### src/hw/rtl/tcgr_pkg.sv
// shared types and constants for the text cell glyph renderer
// no dependencies; imported by every module of the block except tcgr_ram
package tcgr_pkg;

    localparam int GLYPH_ROWS_DEF  = 16;
    localparam int GLYPH_COUNT_DEF = 256;

    localparam int          CELL_W    = 8;
    localparam int          ROW_MAX   = 4095;
    localparam logic [7:0]  FULL_MASK = 8'hFF;

    localparam logic [31:0] FG_RESET    = 32'hFFFF_FFFF;
    localparam logic [31:0] BG_RESET    = 32'h0000_0000;
    localparam logic [12:0] WIDTH_RESET = 13'd1024;
    localparam logic [12:0] PITCH_RESET = 13'd1024;

    typedef enum logic [2:0] {
        OP_DRAW       = 3'd0,
        OP_BACKSPACE  = 3'd1,
        OP_NEWLINE    = 3'd2,
        OP_SET_CURSOR = 3'd3,
        OP_LOAD_ROW   = 3'd4
    } op_e;

    typedef enum logic [1:0] {
        CFG_FOREGROUND = 2'd0,
        CFG_CLEAR      = 2'd1,
        CFG_WIDTH      = 2'd2,
        CFG_PITCH      = 2'd3
    } cfg_reg_e;

    typedef enum logic [1:0] {
        ST_IDLE,
        ST_SETUP,
        ST_EMIT
    } state_e;

    typedef struct packed {
        logic [2:0]  operation;
        logic [7:0]  char_code;
        logic [12:0] new_cursor_x;
        logic [11:0] new_cursor_y;
        logic [3:0]  glyph_row_index;
        logic [7:0]  glyph_row_bits;
    } in_item_t;

    typedef struct packed {
        logic [23:0] pixel_word_offset;
        logic [7:0]  row_pixel_mask;
        logic [31:0] pixel_colour;
        logic        last_row;
    } out_item_t;

    // side information that travels alongside one font read
    typedef struct packed {
        logic [23:0] offset;
        logic [31:0] colour;
        logic        last;
        logic        from_font;
        logic        font_hit;
    } row_tag_t;

endpackage

### src/hw/rtl/tcgr_out.sv
// output stage: merges font read data with its row tag into a two-entry queue
// depends on tcgr_pkg; grants read credit back to tcgr_ctrl
module tcgr_out (
    input  logic                clk,
    input  logic                rst_n,
    input  logic                tag_valid,
    input  tcgr_pkg::row_tag_t  tag,
    input  logic [7:0]          rdata,
    output logic                space,
    output logic                out_valid,
    input  logic                out_ready,
    output tcgr_pkg::out_item_t out_item
);

    import tcgr_pkg::*;

    out_item_t   ent_reg [2];
    out_item_t   row_item;
    logic        wr_ptr_reg, wr_ptr_next;
    logic        rd_ptr_reg, rd_ptr_next;
    logic [1:0]  count_reg, count_next;
    logic        pop;
    logic [2:0]  occ;

    always_comb
    begin
        row_item.pixel_word_offset = tag.offset;
        row_item.pixel_colour      = tag.colour;
        row_item.last_row          = tag.last;
        if (tag.from_font)
        begin
            row_item.row_pixel_mask = tag.font_hit ? rdata : 8'h00;
        end
        else
        begin
            row_item.row_pixel_mask = FULL_MASK;
        end
    end

    assign out_valid = count_reg != 2'd0;
    assign out_item  = ent_reg[rd_ptr_reg];
    assign pop       = out_valid && out_ready;

    // entries held plus the read in flight, after this cycle's transaction
    assign occ   = {1'b0, count_reg} + {2'b0, tag_valid};
    assign space = (occ - {2'b0, pop}) < 3'd2;

    always_comb
    begin
        wr_ptr_next = tag_valid ? ~wr_ptr_reg : wr_ptr_reg;
        rd_ptr_next = pop ? ~rd_ptr_reg : rd_ptr_reg;
        count_next  = count_reg + {1'b0, tag_valid} - {1'b0, pop};
    end

    always_ff @(posedge clk or negedge rst_n)
    begin
        if (!rst_n)
        begin
            wr_ptr_reg <= 1'b0;
            rd_ptr_reg <= 1'b0;
            count_reg  <= 2'd0;
        end
        else
        begin
            wr_ptr_reg <= wr_ptr_next;
            rd_ptr_reg <= rd_ptr_next;
            count_reg  <= count_next;
        end
    end

    always_ff @(posedge clk)
    begin
        if (tag_valid)
        begin
            ent_reg[wr_ptr_reg] <= row_item;
        end
    end

endmodule

### config.mk
export PLATFORM = sky130hd
export DESIGN_NAME = tcgr_out
export DESIGN_NICKNAME = d
export VERILOG_FILES = /design/src/hw/rtl/tcgr_pkg.sv /design/src/hw/rtl/tcgr_out.sv
export SDC_FILE = /design/constraint.sdc
export NUM_CORES = 1
export LEC_CHECK = 0
export ABC_AREA = 1
export BUFFER_PORTS_ARGS = -buffer_cell sky130_fd_sc_hd__buf_2
export CAP_MARGIN = 20
export CORE_ASPECT_RATIO = 0.6
export CORE_MARGIN = 1.5
export CORE_UTILIZATION = 56
export DETAILED_ROUTE_END_ITERATION = 8
export GPL_TIMING_DRIVEN = 0
export HOLD_SLACK_MARGIN = 0.12
export PLACE_DENSITY = 0.85
export REMOVE_ABC_BUFFERS = 1
export SLEW_MARGIN = 20
export SYNTH_ARGS = -nofsm -noshare
export SYNTH_HDL_FRONTEND = slang
export SYNTH_SLANG_ARGS = --single-unit
### constraint.sdc
create_clock -name clk -period 8 [get_ports clk]
set_clock_uncertainty 0.05 [all_clocks]
set_input_delay 0.8 -clock clk [delete_from_list [all_inputs] [get_ports clk]]
set_output_delay 0.8 -clock clk [all_outputs]
set_load 0.05 [all_outputs]
======== After elaboration in Yosys (flattened, before gate mapping) ========
Memory sizes are Yosys's and may differ from the RTL's.
Cells that the tools add are included.
word-level totals
  flip-flop bits (word level) ............. 4
  memory bits (writable) .................. 130
  bits of input ports ..................... 71
  word-level logic and storage cells ...... 17
  memories ................................ 1
operators by class
  add/sub/neg operators ................... 4
  order comparisons ....................... 1
  multiplexer cells ....................... 4
  bitwise logic cells ..................... 2
  reductions and logical operators ........ 2
memory list
  name     words  width  rd ports  clocked after memory_dff  wr ports  RTL line        text
  ent_reg  2      65     1         0                         1         tcgr_out.sv:17  out_item_t ent_reg [2];
operator list
  operator                                                                      count
  8-bit 2-to-1 mux                                                              2
  2-bit by 1-bit adder with 3-bit output                                        1
  3-bit by 2-bit less-than comparator with 1-bit output, second input constant  1
  3-bit by 1-bit subtractor with 3-bit output                                   1
  2-bit by 1-bit adder with 2-bit output                                        1
  1-bit 2-to-1 mux                                                              2
  1-bit inverter                                                                2
  2-bit nonzero test                                                            1
  2-bit by 1-bit subtractor with 2-bit output                                   1
  1-bit logical AND                                                             1

======== Longest topological paths before layout ========
Gate-level depths: netlist of run 1.
  depth in word-level cells ............... 4
  mapped depth ............................ 8
  depth with buffers taken out ............ 8

======== Worst setup path after synthesis of run 1 ========
OpenSTA, ideal clock, no wires.
  kind .................................... input port to flip-flop
  start ................................... in tag_valid
  end ..................................... mem ent_reg[0][0] (netlist name), enable pin
  setup time .............................. 0.490 ns
  arrival time ............................ 3.566 ns
  slack ................................... 3.894 ns
  stages on the path ...................... 2
  path buffers ............................ 0
  cells stage by stage .................... inv_1 > nor2_1
on the way
  cells in the longest elaborated chain, start to end .. 2
RTL lines
  element                                 RTL line        text
  start, declared                         tcgr_out.sv:6   input logic tag_valid,
  1-bit 2-to-1 mux                        tcgr_out.sv:73  if (tag_valid)
  1-bit 2-to-1 mux (not written as such)  tcgr_out.sv:75  ent_reg[wr_ptr_reg] <= row_item;
  end, declared                           tcgr_out.sv:17
Every way passes these cells.

======== Worst setup path in the final report of run 1 ========
  start ................................... reg count_reg[1]
  end ..................................... out space
on the way
  cells in the longest elaborated chain, start to end .. 4
RTL lines
  element                                                RTL line        text
  start, declared                                        tcgr_out.sv:21  logic [1:0] count_reg, count_next;
  start signal, assigned                                 tcgr_out.sv:67  count_reg <= count_next;
  2-bit nonzero test                                     tcgr_out.sv:40  assign out_valid = count_reg != 2'd0;
  1-bit logical AND                                      tcgr_out.sv:42  assign pop = out_valid && out_ready;
  net pop                                                tcgr_out.sv:22  logic pop;
  3-bit by 1-bit subtractor with 3-bit output            tcgr_out.sv:46  assign space = (occ - {2'b0, pop}) < 3'd2;
  3-bit by 2-bit less-than comparator with 1-bit output  tcgr_out.sv:46
  end, declared                                          tcgr_out.sv:9   output logic space,
The timed path passes the listed nets, and every way through them passes these cells.

==> Implementation_results.wiki, run 1 <==
{| class="wikitable"
! Metric !! Value
|-
| Run status || complete, no violations
|-
| Residual DRC || 0
|-
| Total net switching power || 1320 uW
|-
| Number of top-level pins || ~140
|-
| Count of final max-slew check failures || 0
|-
| Wire length of the first global-routing pass || approximately 16 mm
|-
| Fill count || 591
|-
| Vias per inst || between 5 and 6
|-
| Gate power share || between 40% and 50%
|-
| Synthesized area divided by synthesized cell count || about 13 sq um
|-
| R2r startpoint || rd_ptr_reg$_DFFE_PN0P_
|-
| Cells traversed along the worst timing path || o21ai_0 -> inv_1 -> ha_1 -> inv_1 -> ha_1 -> fa_1 -> xnor2_1 -> nor2_1 -> buf_2
|-
| Sequential-to-total area share from yosys stat || 80.0%
|-
| Total setup violations reported at the end of the flow || 0
|-
| Req. time, crit path || 7150 ps
|-
| Slew of the pin with the lowest slew margin || ~740 ps
|-
| GRT Total Usage || between 20% and 30%
|-
| Final hold vios || 0
|-
| Complex-gate fraction of the synthesized area || less than 1%
|-
| Cells after Synth || 382
|-
| Number of rows created at floorplan || 26
|-
| Maximum operating frequency || around 300 MHz
|-
| Number of diodes || 0
|-
| Clock-pin slew reported for the worst setup and hold paths after clock tree synthesis || approximately 50 ps
|-
| Iteration-0 DRC Markers || about 260
|-
| GPL Wtd Cong || between 0.7 and 0.8
|-
| Post-synthesis instance area || 0.00500 sq mm
|-
| Number of buffers created by CTS || 17
|-
| Post-route ant nets || 0
|-
| Combinational family with the most area after synthesis || simple AND/OR/NAND/NOR gates
|-
| Clock root buffer || sky130_fd_sc_hd__clkbuf_16
|-
| Highest ir drop seen on vdd || ~0.28 mV
|-
| Final Power || ~3000 uW
|-
| Element type at the critical path start || flip-flop
|-
| Warnings, synthesis || 0
|-
| CP max-delay cell || sky130_fd_sc_hd__dfrtp_1
|-
| Number of port buffers || between 100 and 150
|-
| Number of distinct library cells after synthesis || 15
|-
| Sw Share || approximately 45%
|-
| Vias in the first global route || about 3400
|-
| WL/cell || about 16 um
|-
| Flip-flop count of the largest register after layout || 130
|-
| Setup repair after global routing missed its margin || no
|-
| Simple-gate portion of the synthesized area || between 10% and 20%
|-
| Leading post-synthesis cells by cell area || sky130_fd_sc_hd__edfxtp_1 78%, sky130_fd_sc_hd__nand2_1 16%, sky130_fd_sc_hd__dfrtp_1 2.0%
|-
| CTS H-tree depth || 4
|-
| Most used standard cell by instance count after synthesis || sky130_fd_sc_hd__nand2_1
|-
| Commonest cells post-synth || 215 x sky130_fd_sc_hd__nand2_1, 130 x sky130_fd_sc_hd__edfxtp_1, 12 x sky130_fd_sc_hd__buf_2
|-
| Die width || between 100 and 150 um
|-
| Core area || 0.00859 sq mm
|-
| Die area || 0.00953 sq mm
|-
| Area share of the largest cell type after synthesis || between 70% and 80%
|-
| Number of flops mapped to enable cells by yosys || 130
|-
| Post-synthesis adder-cell area fraction || less than 1%
|-
| Endpoint of the lowest-slack register-to-register path || rd_ptr_reg$_DFFE_PN0P_
|-
| Clock latency on the worst-skew pair || about 400 ps
|-
| Share of layout cells above drive strength 1 || 32.1%
|-
| Initial antenna violation count || 0
|-
| Hold WS || 144 ps
|-
| Number of synthesized register bits || 134
|-
| Kind of end point of the critical path || output pin
|-
| Relative slew slack || about half
|-
| Postcts setup bufs || 0
|-
| Standby leakage power || about 0.0028 uW
|-
| Relative contribution of sequential cells to total power || 34.9%
|-
| Remaining global-route overflow || 0
|-
| Post-DP HPWL || 6.45 mm
|-
| Critical Path Fanout Max || 3
|-
| Period utilization || 41.5%
|-
| Synthesis-to-layout area growth || 28.0%
|-
| Aggregate routed wire length || 10.3 mm
|-
| Routed via count || roughly 3300
|-
| Power density of the placed cells || 457 mW/mm^2
|-
| Largest area contributor in the synthesized netlist || sky130_fd_sc_hd__edfxtp_1
|-
| Number of placed instances, taps included || between 600 and 700
|-
| Pin count of the biggest net entering global routing || around 70
|-
| Slowest Stage Delay on Critical Path || ~410 ps
|-
| Worst-case register-to-register setup slack || approximately 6200 ps
|-
| Final core occ || between 70 and 80%
|-
| Die span in y || about 76 um
|-
| Number of buffers on the longest clock path || 2
|-
| Async set or reset register ratio after synthesis || 2.99%
|-
| Clock sink count || between 100 and 150
|-
| Final std cells w/o fill || between 600 and 700
|-
| Clock network fraction of total power || between 20% and 30%
|-
| Internal Dissipation || between 1500 and 2000 uW
|-
| Count of max-cap constraint violations || 0
|-
| Final min period || 3320 ps
|-
| Mux cell area share after synthesis || 0%
|-
| Crit path DAT || between 2000 and 2500 ps
|-
| Most used DFF post-synth || sky130_fd_sc_hd__edfxtp_1
|-
| Initial Util || 58.3%
|-
| Xor/xnor cell area share of the yosys netlist || 0.350%
|-
| Drt first pass iters || 4
|-
| Final-stage net count || 600
|-
| TNS Setup || 0 ps
|-
| Number of cell instances on the worst register-to-register path || 3
|-
| TritonCTS clock tree || yes
|-
| Class of the worst hold path || in2async
|-
| Number of instances resized during post-cts repair || 0
|-
| Hold-fix buffer count after cts || 0
|-
| Start-to-end type of the worst setup path || reg2out
|}
## stage by stage
step | setup WS (ps) | instance area [sq um]
after CTS | 4660 | 6410
after floorplan | 3890 | 4920
after global routing | 4430 | 6410
after global placement | 2330 | 5750
after detailed placement | 4720 | 5870
final | 4680 | 6410
## layout by cell type, fill, tap and decap left out
cell                         synthesis  layout
sky130_fd_sc_hd__nand2_1           215     215
sky130_fd_sc_hd__buf_2              12     137
sky130_fd_sc_hd__edfxtp_1          130     130
sky130_fd_sc_hd__clkbuf_16           0      17
sky130_fd_sc_hd__inv_1               7       6
sky130_fd_sc_hd__clkinv_1            0       4
sky130_fd_sc_hd__clkinv_2            0       4
sky130_fd_sc_hd__clkinv_4            0       4
sky130_fd_sc_hd__dfrtp_1             4       3
sky130_fd_sc_hd__buf_16              0       3
sky130_fd_sc_hd__inv_4               0       2
sky130_fd_sc_hd__ha_1                2       2
sky130_fd_sc_hd__clkinvlp_4          0       2
sky130_fd_sc_hd__xnor2_1             1       1
sky130_fd_sc_hd__nor2_1              2       1
sky130_fd_sc_hd__nor2_4              0       1
sky130_fd_sc_hd__xor2_1              1       1
sky130_fd_sc_hd__o21ai_0             1       1
sky130_fd_sc_hd__nand3_1             1       1
sky130_fd_sc_hd__fa_1                1       1
sky130_fd_sc_hd__bufinv_16           0       1
sky130_fd_sc_hd__buf_12              0       1
sky130_fd_sc_hd__dfrtp_4             0       1
## how the worst max path moves through the flow
stage                     slack (ps)                        to  cells past startpoint                   start
final                           4680                     space                      9  count_reg[1]$_DFF_PN0_
after global routing            4430                     space                      9  count_reg[1]$_DFF_PN0_
after global placement          2330  ent_reg[0][48]$_DFFE_PP_                      3               tag_valid
after floorplan                 3890   ent_reg[0][0]$_DFFE_PP_                      2               tag_valid
after detailed placement        4720                     space                     10               out_ready
after CTS                       4660                     space                      9  count_reg[1]$_DFF_PN0_
## kinds of logic after synthesis
kind of cell	count (synthesis)
AOI/OAI and AO/OA	1
xor gates and xnor gates	2
adders and majority gates	3
buffers and inverters	24
DFF	134
and+or+nand+nor	218
## worst max-delay path: cells and delay by family (launching register included)
| kind | cells | cell delay [ps] |
|---|---|---|
| adder cells (fa/ha/maj) | 3 | 850 |
| flip-flops | 1 | 410 |
| buffers and inverters | 3 | 380 |
| AO/OA/AOI/OAI | 1 | 230 |
| XOR/XNOR | 1 | 130 |
| AND/OR/NAND/NOR | 1 | 80 |
## power by group through the flow
stage                     Combinational [uW]  Clock [uW]  Sequential (uW)
after floorplan                          903           0             1010
after global placement                  1170           0             1040
after detailed placement                1210           0             1040
after CTS                               1220         704             1030
after global routing                    1290         729             1040
final                                   1210         695             1020
## final cells by class
| class | instances | area [sq um] | share of cell area [%] |
|---|---|---|---|
| sequential | 134 | 4010 | 62.6 |
| timing repair buffer | 141 | 788 | 12.3 |
| multi-input combinational | 224 | 895 | 14.0 |
| clock inverter | 15 | 115 | 1.80 |
| inverter | 8 | 35.0 | 0.547 |
| clock buffer | 17 | 425 | 6.64 |
| tap | 112 | 140 | 2.19 |
## layer usage
metal  vias to the layer above  wire (um)  global-route usage (%)
li1                       1574          -                       -
met3                         8        883                    8.01
met2                       140       5020                    37.0
met4                         0         93                    8.75
met1                      1534       4310                    29.2
met5                         -          0                       0
Note: power is estimated with default switching activity, not from simulation.
==> run 2: changes to the inputs <==
Settings changed: CORE_UTILIZATION 56 to 52, PLACE_DENSITY 0.85 to 0.79.
Clock period 8 ns to 3.25 ns, I/O delays scaled along.
==> run 2 against run 1 <==
Sequential share of layout area shrank 6.1 points. Combinational power grew 150%. Worst setup slack lost 4400 ps. Clock-buffer cell count grew 1. Die area grew 7.4%. Design area grew 11%. Wire length grew 9.1%. First-iteration DRC count shrank 7.6%. Register-to-register slack lost 4800 ps. Cell count grew 12%. Total power grew to 2.6 times the previous value. Critical endpoint unchanged.
==> Implementation_results.wiki, run 2 (synthesis gave the netlist of run 1 again) <==
{| class="wikitable"
! Metric !! Value
|-
| Die width || 130 um
|-
| Share of layout cells above drive strength 1 || approximately 30%
|-
| Fill count || 561
|-
| Final core occ || approximately three quarters
|-
| Die span in y || roughly 79 um
|-
| Cell family with most CP delay || adder cells
|-
| Drt first pass iters || 4
|-
| Worst-case register-to-register setup slack || 1350 ps
|-
| Final min period || about 2900 ps
|-
| Count of final max-slew check failures || 0
|-
| Class of the worst hold path || in2reg
|-
| Routed via count || between 3000 and 4000
|-
| Slew of the pin with the lowest slew margin || between 700 and 800 ps
|-
| Final std cells w/o fill || between 700 and 800
|-
| Aggregate routed wire length || ~11 mm
|-
| CP max-delay cell || sky130_fd_sc_hd__dfrtp_1
|-
| Clock sink count || around 130
|-
| TritonCTS clock tree || yes
|-
| CTS H-tree depth || 4
|-
| Source of the critical timing path || count_reg[1]$_DFF_PN0_
|-
| Vias per inst || 4.82
|-
| R2r startpoint || rd_ptr_reg$_DFFE_PN0P_
|-
| Number of diodes || 0
|-
| GPL Wtd Cong || between 0.6 and 0.7
|-
| Area of all placed cells without fillers || between 0.007 and 0.008 sq mm
|-
| Initial Util || 54.1%
|-
| Number of buffers created by CTS || 17
|-
| Cells traversed along the worst timing path || o21ai_0 -> inv_1 -> ha_1 -> inv_1 -> ha_1 -> fa_1 -> xnor2_1 -> nor2_1 -> buf_2
|-
| Clock-pin slew reported for the worst setup and hold paths after clock tree synthesis || 60 ps
|-
| Count of max-cap constraint violations || 0
|-
| Leading cell type in the layout, fill and taps excluded || sky130_fd_sc_hd__nand2_1
|-
| Clock network fraction of total power || between 20 and 30%
|-
| Total setup violations reported at the end of the flow || 0
|-
| Sw Share || between 40% and 50%
|-
| Internal Dissipation || 4370 uW
|-
| Number of port buffers || 137
|-
| Multi-input combinational cell area || between 800 and 900 sq um
|-
| Req. time, crit path || about 2900 ps
|-
| Setup repair after global routing missed its margin || no
|-
| Run status || complete, no violations
|-
| Number of buffers on the longest clock path || 2
|-
| Clock latency on the worst-skew pair || around 400 ps
|-
| Total net switching power || between 3000 and 4000 uW
|-
| Buf/Inv on CP || 3
|-
| Top library cells by usage in the layout, fill and taps aside || 215 x sky130_fd_sc_hd__nand2_1, 137 x sky130_fd_sc_hd__buf_2, 130 x sky130_fd_sc_hd__edfxtp_1, 59 x sky130_fd_sc_hd__dlygate4sd3_1, 17 x sky130_fd_sc_hd__clkbuf_16
|-
| Relative slew slack || about half
|-
| Core area || 0.00926 sq mm
|-
| Number of logic stages on the critical path including buffering || 9
|-
| Period utilization || 90.3%
|-
| GRT Total Usage || a little under a quarter
|-
| Number of placed instances, taps included || around 640
|-
| Iteration-0 DRC Markers || around 240
|-
| Number of top-level pins || between 100 and 150
|-
| Critical Path Fanout Max || 3
|-
| Wire length of the first global-routing pass || around 17 mm
|-
| Endpoint of the lowest-slack register-to-register path || rd_ptr_reg$_DFFE_PN0P_
|-
| Die area || around 0.01 sq mm
|-
| Final hold vios || 0
|-
| Instance area at placement || 0.00585 sq mm
|-
| Relative contribution of sequential cells to total power || about a third
|-
| Sequential Area || between 0.004 and 0.005 sq mm
|-
| Post-route ant nets || 0
|-
| Number of rows created at floorplan || 27
|-
| Final-stage net count || around 660
|-
| Maximum operating frequency || roughly 340 MHz
|-
| Capture point of the critical path || space
|-
| Synthesis-to-layout area growth || 41.9%
|-
| Gate power share || about 40%
|-
| Remaining global-route overflow || 0
|-
| WL/cell || 15.5 um
|-
| Element type at the critical path start || flip-flop
|-
| Pin count of the biggest net entering global routing || just under 70
|-
| Start-to-end type of the worst setup path || reg2out
|-
| Clock root buffer || sky130_fd_sc_hd__clkbuf_16
|-
| Kind of end point of the critical path || output pin
|-
| Vias in the first global route || around 3600
|-
| Highest ir drop seen on vdd || ~0.70 mV
|-
| Number of cell instances on the worst register-to-register path || 3
|-
| Residual DRC || 0
|-
| Flip-flop count of the largest register after layout || 130
|-
| Post-DP HPWL || between 5 and 6 mm
|-
| Initial antenna violation count || 0
|-
| Crit path DAT || ~2600 ps
|-
| Power density of the placed cells || between 1000 and 1500 mW/mm^2
|-
| Min-delay src || rdata[4]
|-
| Slowest Stage Delay on Critical Path || roughly 420 ps
|-
| Number of instances resized during post-cts repair || 0
|-
| Postcts setup bufs || 0
|-
| Standby leakage power || 0.00311 uW
|}
## run 2: cell count changes in the layout (fill, tap and decap cells not counted), sizes merged
cell         before  now
buf             141  140
bufinv            1    6
clkbuf           17   18
clkinv           12    5
clkinvlp          2    1
dlygate4sd3       0   59
inv               8    9
## run 2: power by group through the flow
stage / combinational, uW / clock [uW] / sequential [uW]
after global routing: 3210 / 2210 / 2560
after global placement: 2880 / 0 / 2570
after floorplan: 2220 / 0 / 2490
after detailed placement: 2940 / 0 / 2550
after CTS: 3020 / 2140 / 2520
final: 3020 / 2130 / 2520
## run 2: layout make-up
type	count	area share, %
well taps	130	2.29
clock inverters	13	3.22
clock buffers	18	6.04
multi-input cells	224	12.6
inverters	8	0.493
flip-flops and latches	134	56.4
repair buffers	199	18.9
## run 2: worst min-delay path, cell delays in order
cell,delay (ps)
sky130_fd_sc_hd__buf_2,70
sky130_fd_sc_hd__nand2_1,40
sky130_fd_sc_hd__nand2_1,70
## run 2: stage by stage
step / hold slack, ps / TNS (ps) / setup WS [ps] / total power, uW
finish: 167 / 0 / 316 / 7670
global route: 172 / 0 / 225 / 7990
CTS: 145 / 0 / 304 / 7690
detailed placement: 90.1 / 0 / 807 / 5500
global placement: 84.2 / -178060 / -1980 / 5450
floorplan: -20.6 / -27170 / -418 / 4720
## run 2: what timing repair did
item	in CTS	in global routing
hold buffers	59	0
endpoints found under the hold margin	119	0
endpoints found under the setup margin	0	0
## run 2: metal layers
| metal | track usage [%] | up-vias | share of wire [%] |
|---|---|---|---|
| met1 | 27.0 | 1666 | 42 |
| met2 | 39.9 | 134 | 51 |
| met3 | 7.35 | 14 | 6.3 |
| met5 | 0 | - | 0 |
| met4 | 7.67 | 0 | 1.2 |
| li1 | - | 1684 | - |
## run 2: how the worst min path moves through the flow
stage	endpoint	slack [ps]	cells past startpoint
finish	ent_reg[1][37]$_DFFE_PP_	170	3
global placement	count_reg[0]$_DFF_PN0_	80	1
floorplan	count_reg[0]$_DFF_PN0_	-20	0
global route	ent_reg[0][38]$_DFFE_PP_	170	3
CTS	ent_reg[1][37]$_DFFE_PP_	150	3
detailed placement	count_reg[0]$_DFF_PN0_	90	1
==> run 3: changes to the inputs <==
Settings changed: ABC_AREA 1 to unset.
==> run 3 against run 2 <==
Combinational power fell by 5%. Fmax rose by 5.6%. Cell count fell by 18%. Critical path type unchanged. Critical endpoint unchanged. Largest cell class unchanged.
==> Implementation_results.wiki, run 3 <==
{| class="wikitable"
! Metric !! Value
|-
| Endpoint of the lowest-slack register-to-register path || count_reg[1]$_DFF_PN0_
|-
| GRT met1 Usage || between 20% and 30%
|-
| Core area || 0.00939 sq mm
|-
| Residual DRC || 0
|-
| Start-to-end type of the worst setup path || reg2out
|-
| Hold WS || about 180 ps
|-
| Most used standard cell by instance count after synthesis || sky130_fd_sc_hd__edfxtp_1
|-
| Cells after Synth || ~240
|-
| Class of the worst hold path || in2reg
|-
| Met2 track demand over resource || approximately two fifths
|-
| Number of cell instances on the worst register-to-register path || 5
|-
| Element type at the critical path start || flip-flop
|-
| Run status || complete, no violations
|-
| Crit path DAT || ~2400 ps
|-
| Number of synthesized register bits || ~130
|-
| Initial antenna violation count || 0
|-
| Post-DP HPWL || about 6 mm
|-
| Global routing met3 resource utilization || roughly 8%
|-
| Number of port buffers || 137
|-
| Critical Path Fanout Max || 3
|-
| TNS Setup || 0 ps
|-
| Wire length of the first global-routing pass || 16.6 mm
|-
| Slack of the critical path || roughly 470 ps
|-
| Warnings, synthesis || 0
|-
| Setup repair after global routing missed its margin || no
|-
| Commonest cells post-synth || 130 x sky130_fd_sc_hd__edfxtp_1, 40 x sky130_fd_sc_hd__mux2_4, 25 x sky130_fd_sc_hd__mux2_2
|-
| Die width || about 130 um
|-
| Leading cell type in the layout, fill and taps excluded || sky130_fd_sc_hd__buf_2
|-
| Final-stage net count || between 500 and 600
|-
| TritonCTS clock tree || yes
|-
| Number of buffers on the longest clock path || 2
|-
| Leading post-synthesis cells by cell area || sky130_fd_sc_hd__edfxtp_1 76%, sky130_fd_sc_hd__mux2_4 12%, sky130_fd_sc_hd__mux2_2 5.5%
|-
| Min-delay src || rdata[0]
|-
| Number of placed instances, taps included || around 500
|-
| Largest area contributor in the synthesized netlist || sky130_fd_sc_hd__edfxtp_1
|-
| Final core occ || between 70% and 80%
|-
| Die span in y || 80.0 um
|-
| Final min period || roughly 2800 ps
|-
| Number of flops mapped to enable cells by yosys || 130
|-
| Relative slew slack || between 50% and 60%
|-
| GPL Wtd Cong || roughly 0.75
|-
| Flip-flop count of the largest register after layout || 130
|-
| Vias in the first global route || 3155
|-
| Final hold vios || 0
|-
| Top library cells by usage in the layout, fill and taps aside || 137 x sky130_fd_sc_hd__buf_2, 130 x sky130_fd_sc_hd__edfxtp_1, 59 x sky130_fd_sc_hd__dlygate4sd3_1, 40 x sky130_fd_sc_hd__mux2_4, 25 x sky130_fd_sc_hd__mux2_2
|-
| Routed via count || 2931
|-
| R2r startpoint || count_reg[1]$_DFF_PN0_
|-
| Kind of end point of the critical path || output pin
|-
| Drt first pass iters || 4
|-
| Final std cells w/o fill || about 590
|-
| Power density of the placed cells || between 1000 and 1500 mW/mm^2
|-
| Aggregate routed wire length || around 11 mm
|-
| Pin count of the biggest net entering global routing || 38
|-
| Number of rows created at floorplan || 27
|-
| Remaining global-route overflow || 0
|-
| Number of diodes || 0
|-
| Worst-case hold path end point || ent_reg[1][33]$_DFFE_PP_
|-
| Clock-pin slew reported for the worst setup and hold paths after clock tree synthesis || around 50 ps
|-
| Standby leakage power || just under 0.003 uW
|-
| Synthesis-to-layout area growth || 39.3%
|-
| Iteration-0 DRC Markers || 147
|-
| Count of max-cap constraint violations || 0
|-
| Count of final max-slew check failures || 0
|-
| Clock latency on the worst-skew pair || 400 ps
|-
| Post-route ant nets || 0
|-
| Postcts setup bufs || 0
|-
| Period utilization || 85.5%
|-
| Sequential-to-total area share from yosys stat || 78.0%
|-
| Die area || approximately 0.010 sq mm
|-
| Share of layout cells above drive strength 1 || about half
|-
| Post-synthesis instance area || 0.00513 sq mm
|-
| Number of top-level pins || 138
|-
| Number of distinct library cells after synthesis || 17
|-
| Worst-case register-to-register setup slack || between 1000 and 1500 ps
|-
| WL/cell || ~18 um
|-
| Global-route layer with the greatest usage || met2
|-
| Number of buffers created by CTS || 17
|-
| Vias per inst || approximately 5
|-
| Maximum operating frequency || between 300 and 400 MHz
|-
| Synthesized area divided by synthesized cell count || about 21 sq um
|-
| Worst-case setup slack after placement || ~890 ps
|-
| Highest ir drop seen on vdd || about 0.65 mV
|-
| Total setup violations reported at the end of the flow || 0
|-
| GRT Total Usage || a little over a fifth
|-
| Req. time, crit path || approximately 2900 ps
|-
| Clock sink count || approximately 130
|-
| Initial Util || a little over half
|-
| Slew of the pin with the lowest slew margin || approximately 700 ps
|-
| Async set or reset register ratio after synthesis || under 10%
|-
| Clock root buffer || sky130_fd_sc_hd__clkbuf_16
|-
| CTS H-tree depth || 4
|-
| Most used DFF post-synth || sky130_fd_sc_hd__edfxtp_1
|-
| Area share of the largest cell type after synthesis || ~76%
|-
| Number of instances on the worst hold path || 3
|}
## run 3: how the worst max path moves through the flow
stage / from / endpoint / slack (ps) / cells past startpoint
2_1_floorplan: wr_ptr_reg$_DFFE_PN0P_ / ent_reg[0][0]$_DFFE_PP_ / -590 / 1
5_1_grt: count_reg[1]$_DFF_PN0_ / space / 330 / 8
3_5_place_dp: count_reg[1]$_DFF_PN0_ / space / 890 / 8
3_3_place_gp: tag_valid / ent_reg[0][10]$_DFFE_PP_ / -2200 / 2
6_report: count_reg[1]$_DFF_PN0_ / space / 470 / 8
4_1_cts: count_reg[1]$_DFF_PN0_ / space / 450 / 8
## run 3: what timing repair did
item | CTS | global route
hold buffers | 59 | 0
resized for setup | 0 | 0
hold endpoints to repair | 119 | 0
endpoints found under the setup margin | 0 | 0
## run 3: per-stage QoR
step                cell area [sq um]  power [uW]
floorplan                        5060        4750
global placement                 5910        5340
detailed placement               6010        5330
CTS                              7150        7170
global route                     7150        7420
finish                           7150        7160
## run 3: area by class of cell
type,instances,area [sq um]
Clock buffer,21,440
Fill cell,559,2240
Clock inverter,11,109
Timing Repair Buffer,200,1360
Sequential cell,134,4010
Inverter,4,15.0
Multi-Input combinational cell,92,1050
Tap cell,130,163
## run 3: critical path: stages, from the launching register on
cell and delay, ps:
sky130_fd_sc_hd__dfrtp_1 410, sky130_fd_sc_hd__o21a_1 230, sky130_fd_sc_hd__ha_1 270, sky130_fd_sc_hd__inv_1 40, sky130_fd_sc_hd__ha_1 190, sky130_fd_sc_hd__fa_1 380
sky130_fd_sc_hd__xnor2_1 140, sky130_fd_sc_hd__nor2_1 80, sky130_fd_sc_hd__buf_2 260
## run 3: where the power goes
group | internal (uW) | switching (uW)
clock | 1120 | 677
combinational | 934 | 1930
sequential | 2300 | 203
## run 3: routing by layer
metal / wire length [um] / share of wire [%]
met5: 0 / 0
met4: 194 / 1.8
met3: 868 / 8.1
met2: 5430 / 50
met1: 4260 / 40
## run 3: logic make-up after synthesis
| group | after synthesis | synth area share [%] |
|---|---|---|
| compound gates | 1 | 0.146 |
| xor+xnor | 3 | 0.512 |
| fa+ha+maj | 3 | 0.877 |
| buf+inv | 13 | 1.73 |
| flops | 134 | 78.0 |
| mux | 65 | 17.2 |
| simple gates | 20 | 1.56 |
